<file path="src/sv/rv32ie_pkg.sv">
// Package for the RV32I integer execute unit.
// Holds opcodes, funct3/funct7 codes, the status code and the execute result type.
// No dependencies.
package rv32ie_pkg;

    localparam int XLEN       = 32;
    localparam int REG_COUNT  = 32;
    localparam int REG_IDX_W  = 5;

    // Major opcodes
    localparam logic [6:0] OPC_OP     = 7'h33;
    localparam logic [6:0] OPC_OPIMM  = 7'h13;
    localparam logic [6:0] OPC_LUI    = 7'h37;
    localparam logic [6:0] OPC_AUIPC  = 7'h17;
    localparam logic [6:0] OPC_LOAD   = 7'h03;
    localparam logic [6:0] OPC_STORE  = 7'h23;
    localparam logic [6:0] OPC_BRANCH = 7'h63;
    localparam logic [6:0] OPC_JAL    = 7'h6F;
    localparam logic [6:0] OPC_JALR   = 7'h67;
    localparam logic [6:0] OPC_FENCE  = 7'h0F;
    localparam logic [6:0] OPC_SYSTEM = 7'h73;

    // ALU funct3
    localparam logic [2:0] F3_ADD  = 3'd0;
    localparam logic [2:0] F3_SLL  = 3'd1;
    localparam logic [2:0] F3_SLT  = 3'd2;
    localparam logic [2:0] F3_SLTU = 3'd3;
    localparam logic [2:0] F3_XOR  = 3'd4;
    localparam logic [2:0] F3_SR   = 3'd5;
    localparam logic [2:0] F3_OR   = 3'd6;
    localparam logic [2:0] F3_AND  = 3'd7;

    // Load / store / branch funct3
    localparam logic [2:0] F3_LB   = 3'd0;
    localparam logic [2:0] F3_LH   = 3'd1;
    localparam logic [2:0] F3_LW   = 3'd2;
    localparam logic [2:0] F3_LBU  = 3'd4;
    localparam logic [2:0] F3_LHU  = 3'd5;
    localparam logic [2:0] F3_SB   = 3'd0;
    localparam logic [2:0] F3_SH   = 3'd1;
    localparam logic [2:0] F3_SW   = 3'd2;
    localparam logic [2:0] F3_BEQ  = 3'd0;
    localparam logic [2:0] F3_BNE  = 3'd1;
    localparam logic [2:0] F3_BLT  = 3'd4;
    localparam logic [2:0] F3_BGE  = 3'd5;
    localparam logic [2:0] F3_BLTU = 3'd6;
    localparam logic [2:0] F3_BGEU = 3'd7;
    // JALR, FENCE and PRIV all use funct3 zero
    localparam logic [2:0] F3_BASE = 3'd0;

    localparam logic [6:0] F7_BASE = 7'h00;
    localparam logic [6:0] F7_ALT  = 7'h20;

    localparam logic [XLEN-1:0] UPPER_MASK = 32'hFFFF_F000;

    typedef enum logic [1:0] {
        ST_DONE    = 2'd0,
        ST_UNKNOWN = 2'd1,
        ST_NOTIMPL = 2'd2
    } status_t;

    // Packed so that write_enable sits in bit 0, as on the result channel
    typedef struct packed {
        status_t              status;
        logic [XLEN-1:0]      write_value;
        logic [REG_IDX_W-1:0] write_register;
        logic                 write_enable;
    } exec_result_t;

endpackage

</file>
<file path="src/sv/rv32i_integer_execute_unit.sv">
// RV32I integer execute unit: top level with operand stage, register file and
// result register. Depends on rv32ie_pkg and rv32ie_alu.
//
// The unit takes one instruction request per clock (instruction and program
// counter on s_tdata) and returns exactly one result request per instruction on
// m_tdata, in order. OP, OP-IMM, LUI and AUIPC are executed against a 32 x 32-bit
// register file that reads as all zero after reset; x0 is never written. Loads,
// stores, branches, jumps, FENCE and SYSTEM report "not implemented" and other
// encodings report "unknown"; neither writes. Throughput is one instruction per
// clock while m_tready is held high; an accepted request is held in the operand
// registers and then in the result register, which drives m_tvalid. The rate is
// set by the single-pass execute path between the operand registers and the
// result register: operands are read from the register file when the request is
// accepted, and a write made by the instruction leaving execute on that same
// edge is forwarded into the operand registers. The result register lets a new
// request enter while a finished one still waits for m_tready.
module rv32i_integer_execute_unit
    import rv32ie_pkg::*;
(
    input  logic        aclk,
    input  logic        aresetn,
    // s_tdata: [31:0] instruction, [63:32] program_counter
    input  logic        s_tvalid,
    output logic        s_tready,
    input  logic [63:0] s_tdata,
    // m_tdata: [0] write_enable, [5:1] write_register, [37:6] write_value,
    //          [39:38] status
    output logic        m_tvalid,
    input  logic        m_tready,
    output logic [39:0] m_tdata
);

    // Execute stage registers
    logic                 ex_valid_reg;
    logic [XLEN-1:0]      ex_instr_reg;
    logic [XLEN-1:0]      ex_pc_reg;
    logic [XLEN-1:0]      rs1_val_reg;
    logic [XLEN-1:0]      rs2_val_reg;
    logic [XLEN-1:0]      rs1_val_next;
    logic [XLEN-1:0]      rs2_val_next;

    // Register file: storage plus a written flag per entry; unwritten reads zero
    logic [XLEN-1:0]      rf_mem [REG_COUNT];
    logic [REG_COUNT-1:0] rf_valid_reg;

    // Result register
    logic                 m_tvalid_reg;
    exec_result_t         m_result_reg;

    exec_result_t         ex_result;
    logic                 out_free;
    logic                 advance;
    logic                 accept;
    logic                 wr_en;
    logic [REG_IDX_W-1:0] s_rs1;
    logic [REG_IDX_W-1:0] s_rs2;

    rv32ie_alu u_alu (
        .instruction     (ex_instr_reg),
        .program_counter (ex_pc_reg),
        .rs1_value       (rs1_val_reg),
        .rs2_value       (rs2_val_reg),
        .result          (ex_result)
    );

    // Result slot frees when empty or being taken this cycle
    assign out_free = !m_tvalid_reg || m_tready;
    // Move the execute-stage instruction into the result register
    assign advance  = ex_valid_reg && out_free;
    // Take a new request when execute is empty or draining this cycle
    assign s_tready = !ex_valid_reg || out_free;
    assign accept   = s_tvalid && s_tready;
    // Commit the register write together with the result
    assign wr_en    = advance && ex_result.write_enable;

    assign s_rs1 = s_tdata[19:15];
    assign s_rs2 = s_tdata[24:20];

    // Read the register file for the incoming request; forward a write landing
    // on the same edge so back-to-back dependent instructions see it
    always_comb begin
        if (wr_en && ex_result.write_register == s_rs1)
            rs1_val_next = ex_result.write_value;
        else if (rf_valid_reg[s_rs1])
            rs1_val_next = rf_mem[s_rs1];
        else
            rs1_val_next = '0;

        if (wr_en && ex_result.write_register == s_rs2)
            rs2_val_next = ex_result.write_value;
        else if (rf_valid_reg[s_rs2])
            rs2_val_next = rf_mem[s_rs2];
        else
            rs2_val_next = '0;
    end

    // Control state
    always_ff @(posedge aclk) begin
        if (!aresetn) begin
            ex_valid_reg <= 1'b0;
            m_tvalid_reg <= 1'b0;
            rf_valid_reg <= '0;
        end else begin
            if (accept)
                ex_valid_reg <= 1'b1;
            else if (advance)
                ex_valid_reg <= 1'b0;

            if (advance)
                m_tvalid_reg <= 1'b1;
            else if (m_tready)
                m_tvalid_reg <= 1'b0;

            if (wr_en)
                rf_valid_reg[ex_result.write_register] <= 1'b1;
        end
    end

    // Operand registers: load on accept, hold otherwise
    always_ff @(posedge aclk) begin
        if (accept) begin
            ex_instr_reg <= s_tdata[31:0];
            ex_pc_reg    <= s_tdata[63:32];
            rs1_val_reg  <= rs1_val_next;
            rs2_val_reg  <= rs2_val_next;
        end
    end

    // Register file write port
    always_ff @(posedge aclk) begin
        if (wr_en)
            rf_mem[ex_result.write_register] <= ex_result.write_value;
    end

    // Result register: load on advance, hold while stalled
    always_ff @(posedge aclk) begin
        if (advance)
            m_result_reg <= ex_result;
    end

    assign m_tvalid = m_tvalid_reg;
    assign m_tdata  = m_result_reg;

    // A result that is not executed carries no write
    a_no_write_unless_done: assert property (@(posedge aclk) disable iff (!aresetn)
        (m_tvalid_reg && m_result_reg.status != ST_DONE) |-> !m_result_reg.write_enable)
        else $error("write reported for a non-executed instruction");

    // x0 is never written
    a_no_x0_write: assert property (@(posedge aclk) disable iff (!aresetn)
        wr_en |-> (ex_result.write_register != '0))
        else $error("write to x0");

    // An idle write slot carries zero index and value
    a_quiet_no_write: assert property (@(posedge aclk) disable iff (!aresetn)
        (m_tvalid_reg && !m_result_reg.write_enable) |->
            (m_result_reg.write_register == '0 && m_result_reg.write_value == '0))
        else $error("nonzero write fields without write enable");

    // An accepted request occupies the execute stage on the next cycle
    a_accept_fills_ex: assert property (@(posedge aclk) disable iff (!aresetn)
        accept |=> ex_valid_reg)
        else $error("accepted request lost");

    // A stalled result blocks the execute stage from draining
    a_stall_holds_ex: assert property (@(posedge aclk) disable iff (!aresetn)
        (ex_valid_reg && m_tvalid_reg && !m_tready) |=> ex_valid_reg)
        else $error("execute stage drained into a full result register");

endmodule

</file>
<file path="src/sv/rv32ie_alu.sv">
// Decode and integer ALU for one RV32I instruction, purely combinational.
// Depends on rv32ie_pkg.
module rv32ie_alu
    import rv32ie_pkg::*;
(
    input  logic [XLEN-1:0] instruction,
    input  logic [XLEN-1:0] program_counter,
    input  logic [XLEN-1:0] rs1_value,
    input  logic [XLEN-1:0] rs2_value,
    output exec_result_t    result
);

    logic [6:0]           opcode;
    logic [REG_IDX_W-1:0] rd;
    logic [2:0]           funct3;
    logic [REG_IDX_W-1:0] rs2_idx;
    logic [6:0]           funct7;
    logic [XLEN-1:0]      imm_i;
    logic [XLEN-1:0]      operand_b;
    logic                 alt;
    logic [XLEN-1:0]      alu_out;
    logic [XLEN-1:0]      value;
    status_t              status;
    logic [4:0]           shamt;

    assign opcode  = instruction[6:0];
    assign rd      = instruction[11:7];
    assign funct3  = instruction[14:12];
    assign rs2_idx = instruction[24:20];
    assign funct7  = instruction[31:25];
    assign imm_i   = {{20{instruction[31]}}, instruction[31:20]};
    assign shamt   = operand_b[4:0];

    // Pick operand B and the SUB/SRA select
    always_comb begin
        if (opcode == OPC_OP) begin
            operand_b = rs2_value;
            alt       = (funct7 == F7_ALT);
        end else if (funct3 == F3_SLL || funct3 == F3_SR) begin
            operand_b = {{(XLEN-REG_IDX_W){1'b0}}, rs2_idx};
            alt       = (funct3 == F3_SR) && (funct7 == F7_ALT);
        end else begin
            operand_b = imm_i;
            alt       = 1'b0;
        end
    end

    always_comb begin
        case (funct3)
            F3_ADD:  alu_out = alt ? (rs1_value - operand_b) : (rs1_value + operand_b);
            F3_SLL:  alu_out = rs1_value << shamt;
            F3_SLT:  alu_out = {{(XLEN-1){1'b0}}, ($signed(rs1_value) < $signed(operand_b))};
            F3_SLTU: alu_out = {{(XLEN-1){1'b0}}, (rs1_value < operand_b)};
            F3_XOR:  alu_out = rs1_value ^ operand_b;
            F3_SR:   alu_out = alt ? XLEN'($signed(rs1_value) >>> shamt)
                                   : (rs1_value >> shamt);
            F3_OR:   alu_out = rs1_value | operand_b;
            F3_AND:  alu_out = rs1_value & operand_b;
            default: alu_out = '0;
        endcase
    end

    always_comb begin
        status = ST_UNKNOWN;
        value  = alu_out;
        case (opcode)
            OPC_OP: begin
                if (funct7 == F7_BASE ||
                    (funct7 == F7_ALT && (funct3 == F3_ADD || funct3 == F3_SR)))
                    status = ST_DONE;
            end
            OPC_OPIMM: begin
                if (funct3 == F3_SLL) begin
                    if (funct7 == F7_BASE) status = ST_DONE;
                end else if (funct3 == F3_SR) begin
                    if (funct7 == F7_BASE || funct7 == F7_ALT) status = ST_DONE;
                end else begin
                    status = ST_DONE;
                end
            end
            OPC_LUI: begin
                value  = instruction & UPPER_MASK;
                status = ST_DONE;
            end
            OPC_AUIPC: begin
                value  = program_counter + (instruction & UPPER_MASK);
                status = ST_DONE;
            end
            OPC_LOAD: begin
                if (funct3 == F3_LB || funct3 == F3_LH || funct3 == F3_LW ||
                    funct3 == F3_LBU || funct3 == F3_LHU)
                    status = ST_NOTIMPL;
            end
            OPC_STORE: begin
                if (funct3 == F3_SB || funct3 == F3_SH || funct3 == F3_SW)
                    status = ST_NOTIMPL;
            end
            OPC_BRANCH: begin
                if (funct3 == F3_BEQ || funct3 == F3_BNE || funct3 == F3_BLT ||
                    funct3 == F3_BGE || funct3 == F3_BLTU || funct3 == F3_BGEU)
                    status = ST_NOTIMPL;
            end
            OPC_JAL: begin
                status = ST_NOTIMPL;
            end
            OPC_JALR, OPC_FENCE, OPC_SYSTEM: begin
                if (funct3 == F3_BASE) status = ST_NOTIMPL;
            end
            default: begin
                status = ST_UNKNOWN;
            end
        endcase
    end

    // Report a write only for an executed instruction with a nonzero destination
    always_comb begin
        result.status = status;
        if (status == ST_DONE && rd != '0) begin
            result.write_enable   = 1'b1;
            result.write_register = rd;
            result.write_value    = value;
        end else begin
            result.write_enable   = 1'b0;
            result.write_register = '0;
            result.write_value    = '0;
        end
    end

endmodule
</file>
<file path="config.mk">
export PLATFORM = sky130hd
export DESIGN_NAME = rv32i_integer_execute_unit
export DESIGN_NICKNAME = d
export VERILOG_FILES = /design/src/sv/rv32ie_pkg.sv /design/src/sv/rv32i_integer_execute_unit.sv /design/src/sv/rv32ie_alu.sv
export SDC_FILE = /design/constraint.sdc
export NUM_CORES = 2
export LEC_CHECK = 0
export ABC_AREA = 1
export CAP_MARGIN = 0
export CORE_MARGIN = 10
export CORE_UTILIZATION = 30
export CTS_CLUSTER_DIAMETER = 30
export DETAILED_ROUTE_END_ITERATION = 8
export DONT_BUFFER_PORTS = 1
export SYNTH_ARGS = -nofsm -noshare
export SYNTH_HDL_FRONTEND = slang
export SYNTH_SLANG_ARGS = --single-unit
</file>
<file path="constraint.sdc">
create_clock -name aclk -period 11.7 [get_ports aclk]
set_clock_uncertainty 0.05 [all_clocks]
set_input_delay 1.17 -clock aclk [delete_from_list [all_inputs] [get_ports aclk]]
set_output_delay 1.17 -clock aclk [all_outputs]
set_load 0.03 [all_outputs]
</file>
# Yosys cells after proc, flatten, opt, wreduce, memory -nomap -nowiden
# Memory sizes are Yosys's and may differ from the RTL's.
# Cells that the tools add are included.
[classes]
eq_ne = 21
muxes = 35
bitwise = 4
magnitude_cmp = 6
n_reduce_logical = 33
n_addsub = 3
shifts = 3
[op_table]
columns = ["operator", "n"]
rows = [
  ["two-way mux 32 bit", 8],
  ["one-hot mux 32 bit (8 select lines)", 1],
  ["adder 32 bit", 2],
  ["< comparator 32 bit", 2],
  ["bitwise OR 32 bit", 2],
  ["one-hot mux 32 bit (2 select lines)", 1],
  ["two-way mux 38 bit", 1],
  ["AND 32 bit", 1],
  ["<< shifter 32 x 5 -> 32 bit", 1],
  ["right shift 32 x 5 -> 32 bit", 1],
  [">>> shifter 32 x 5 -> 32 bit", 1],
  ["subtractor 32 bit", 1],
  ["XOR 32 bit", 1],
  ["== test 7 x 6 -> 1 bit, second input constant", 4],
  ["== test 7 bit, second input constant", 4],
  ["< comparator 5 x 6 -> 1 bit, second input constant", 3],
  ["one-hot mux 2 bit (8 select lines)", 1],
  ["two-way mux 1 bit", 15],
  ["== test 7 x 5 -> 1 bit, second input constant", 2],
  ["logical OR 1 bit", 14],
  ["== test 3 bit, second input constant", 4],
  ["binary-select mux 1 bit (select 5 bit)", 2],
  ["== test 5 bit", 2],
  ["two-way mux 2 bit", 5],
  ["other kinds (15)", 26],
]
[word_totals]
out_inout_bits = 42
reg_bits = 202
mem_count = 1
ramBits = 1024
[mem_list]
columns = ["memory", "depth", "word_bits", "rd", "rd_ports_with_merged_regs", "wr", "line", "source"]
rows = [
  ["rf_mem", 32, 32, 2, 0, 1, "rv32i_integer_execute_unit.sv:43", "logic [XLEN-1:0] rf_mem [REG_COUNT];"],
]

# Logic depth before layout (Yosys ltp)
[depth]
word_depth = 16
mapped_depth = 29
depth_no_buf = 27

# By module
# A second synthesis with hierarchy kept.
[hier_totals]
cells_unflattened = 9642
hier_area_um2 = 74016.0
[by_module_without_submodules]
columns = ["mod", "n_inst", "cells_per_inst", "area_per_inst_um2"]
rows = [
  ["rv32i_integer_execute_unit", 1, 7394, 62831.5],
  ["rv32ie_alu", 1, 2248, 11184.5],
]

# Least setup slack after synthesis
# Ideal clock, no wire load.
[synth_path]
path_type = "register to register"
startpoint = "register ex_instr_reg[4]"
endpoint = "register m_result_reg (netlist bit m_tdata[24]) (data pin)"
setup_ns = 0.473
n_path_buf = 3
arrival_ns = 4.784
path_stages_with_launch = 26
slack_ns = 6.393
period_less_slack_ns = 5.307
path_cell_list = "edfxtp_1 nand2_1 nor2_4 nand2_2 buf_2 nand2_1 nand2_1 clkbuf_1 clkbuf_1 ha_1 nand2_1 o21ai_0 a21oi_1 o21ai_0 nand2_1 nand2_1 nand2_1 nand2_1 inv_1 o21ai_0 nand2_1 nand2_1 nand2_1 nand3_1 nand2_1 a21boi_0"
[synth_lines]
columns = ["element", "line", "source"]
rows = [
  ["start: declaration", "rv32i_integer_execute_unit.sv:35", "logic [XLEN-1:0] ex_instr_reg;"],
  ["start signal: assignment", "rv32i_integer_execute_unit.sv:122", "ex_instr_reg <= s_tdata[31:0];"],
  ["end signal: assignment", "rv32i_integer_execute_unit.sv:138", "m_result_reg <= ex_result;"],
  ["end: declaration", "rv32i_integer_execute_unit.sv:48", "exec_result_t m_result_reg;"],
]

==> metrics.csv <==
metric,value,unit
Crit path arrival time,7.31,ns
Async SR Flop Fraction,0,%
row count,175,
status,finished with violations,
Multi-input gate area,0.0278,sq mm
Hold Crit Class,in2reg,
filler instances,22700,
Mapped Cells,7880,
Final setup violation count,0,
H-tree levels,5,
routability cong.,0.986,
P&R area growth vs syn,18.8,%
CP dominant cell by count,nand2_1,
initial core utilization,30.2,%
ys flop type,edfxtp_1,
slew margin rel.,-69.7,%
ANT nets after route,0,
Buffers & Inverters on Critical Path,4,
WS Path Type,reg2reg,
post-detail-place hpwl,167000,um
wire per inst,26.5,um
CTS resizes,0,
Total Wirelength,291000,um
CTS tree,yes,
Pwr per Cell Area,177,mW/mm^2
Core Region,0.228,sq mm
RSZ-0062 raised after global routing,false,
GRT Util Overall,22.1,%
first-pass GRT wire length,416000,um
Worst-Skew Late Latency,0.93,ns
via count,63600,
number of flops mapped to enable cells by yosys,1192,
# nets final,7935,
failing checks,max-slew violations,
final core occ,35.9,%
number of global-route vias before repair,59900,
delay of the slowest critical-path stage,0.97,ns
Fin Hold WS,0.309,ns
port bufs,0,
worst-path fanout max,43,
"FF+latch count, synth",1226,
register area,0.0365,sq mm
CTS Buf Count,303,
initial antenna violation count,6,
DRT iter0 DRCs,8881,
clock-pin transition on the worst setup and hold timing paths,0.05,ns
Num Clock Sinks,1226,
"Most flops, register",rf_mem,
1st-pass router iterations,8,
Final Slew Violations,722,
overall power,14.5,mW
sequential-to-total area share from yosys stat,53.0,%
Setup crit end kind,flip-flop,
CP Data Required Time,12.13,ns
Final Hold Vio Count,0,
Cell variety after synth,61,
overall die height,499,um
largest net degree at the start of global routing,902,
setup TNS,0,ns
DRC,0,
GRT Residual Overflow,0,
period utilisation layout,58.8,%
CP startpoint kind,flip-flop,
Peak VDD IR,101,uV
IO Count,110,
Vias/cell,5.79,
max-cap check violation count,0,
Die Width,499,um
Pleak,30.7,nW
max reg flops,1024,
Avg Inst Size Synth,8.73,sq um
cell family with most CP delay,simple AND/OR/NAND/NOR gates,
Ys Warns,0,
Fmax achieved,0.145,GHz
die area,0.249,sq mm
share of post-route cells with drive strength above 1,8.83,%
CTS Hold Buffers Added,0,
Root Buffer,clkbuf_16,
Worst Max-Slew Pin Slew,2.55,ns
CP max-delay cell,and2_1,
Final min period,6.88,ns
Synth Cell Area,0.0688,sq mm
Post-CTS Setup Inserts,0,
CTS Buffer Depth,4,
-- cell families (layout without fill, tap and decap cells) --
| kind of cell | after synthesis | after routing | synth area share, % |
|---|---|---|---|
| AOI/OAI and AO/OA | 2613 | 2613 | 21.0 |
| other | 1 | 36 | 0.00545 |
| xor gates and xnor gates | 14 | 14 | 0.178 |
| buffers and inverters | 1330 | 1395 | 7.41 |
| adders and majority gates | 111 | 111 | 2.04 |
| DFF | 1226 | 1226 | 53.0 |
| and+or+nand+nor | 2584 | 2584 | 16.4 |
| muxes | 1 | 1 | 0.0145 |
-- Yosys cell counts, types with 3 or more instances --
cell type	instances	area share, %
a311oi_1	32	0.41
and3_1	35	0.32
clkbuf_1	447	2.4
nand2_1	1061	5.8
ha_1	109	2.0
o31ai_1	5	0.055
edfxtp_1	1192	52
o221ai_1	73	0.93
buf_6	7	0.11
o211ai_1	261	2.8
nand3_1	858	6.2
xnor2_1	3	0.038
nor3_1	31	0.23
nor4_1	6	0.055
inv_1	729	4.0
o2111ai_1	14	0.18
a31oi_1	31	0.28
nand2_2	4	0.036
clkinv_1	5	0.027
o21ai_0	1268	9.2
and2_1	3	0.027
nor2_4	7	0.11
a211oi_1	14	0.15
o21a_1	4	0.044
a21oi_1	850	6.2
a21o_1	4	0.044
o21ai_1	5	0.036
nand3b_1	3	0.033
buf_1	89	0.49
inv_2	13	0.071
nor2_1	489	2.7
dfxtp_1	34	0.99
o21bai_1	6	0.065
o22ai_1	12	0.11
a21boi_0	14	0.15
nor2_2	5	0.045
nand4_1	59	0.54
or2_2	15	0.14
buf_2	37	0.27
a221oi_1	10	0.13
xor2_1	11	0.14
-- stage by stage --
step,cells,area [sq um],setup slack (ns)
4_1_cts,11000,81600,4.99
5_1_grt,11000,81700,4.33
2_1_floorplan,7911,68900,6.39
6_report,11000,81700,4.82
3_5_place_dp,10500,71800,5.01
3_3_place_gp,10500,71800,5.04
-- power breakdown --
| part | leakage [nW] | internal [mW] | total [mW] | switching, mW |
|---|---|---|---|---|
| logic | 13.8 | 0.385 | 1.37 | 0.985 |
| clock network | 4.76 | 5.60 | 8.17 | 2.57 |
| registers | 12.2 | 4.86 | 4.93 | 0.0718 |
-- area by class of cell --
| cell class | count | area share (%) |
|---|---|---|
| Sequential cell | 1226 | 44.6 |
| Multi-Input combinational cell | 5355 | 34.0 |
| Clock buffer | 345 | 9.55 |
| Tap cell | 3009 | 4.61 |
| Inverter | 749 | 3.48 |
| Clock inverter | 180 | 2.54 |
| Timing Repair Buffer | 121 | 1.18 |
| Antenna cell | 4 | 0.0122 |
-- cell usage in the layout (no fill, tap or decap), drive strengths merged, types with 39 or more instances in the layout --
cell / instances
o21ai: 1274
edfxtp: 1192
nand2: 1066
nand3: 860
a21oi: 851
inv: 760
nor2: 503
clkbuf: 345
o211ai: 261
buf: 121
ha: 109
clkinv: 102
o221ai: 73
nand4: 60
bufinv: 39
-- layer usage --
layer	vias up	part of all wire (%)	global-route usage, %	wire, um
li1	28000	-	-	-
met1	30800	40	29.6	117000
met2	4016	44	33.8	127000
met3	809	11	5.14	32500
met4	2	5.0	10.3	14500
met5	-	0.0038	0	11
-- worst paths after layout --
check                                             startpoint                           end  slack, ns  cells past startpoint
worst max-delay path               ex_instr_reg[3]$_DFFE_PP_      rf_mem[12][28]$_DFFE_PP_       4.82                     25
worst min-delay path                              s_tdata[0]     ex_instr_reg[0]$_DFFE_PP_       0.31                      0
worst max register to register     ex_instr_reg[3]$_DFFE_PP_      rf_mem[12][28]$_DFFE_PP_       4.82                     25
worst min register to register  rf_valid_reg[0]$_SDFFE_PN0P_  rf_valid_reg[0]$_SDFFE_PN0P_       0.41                      2
Power figures use the tool's default switching activity.
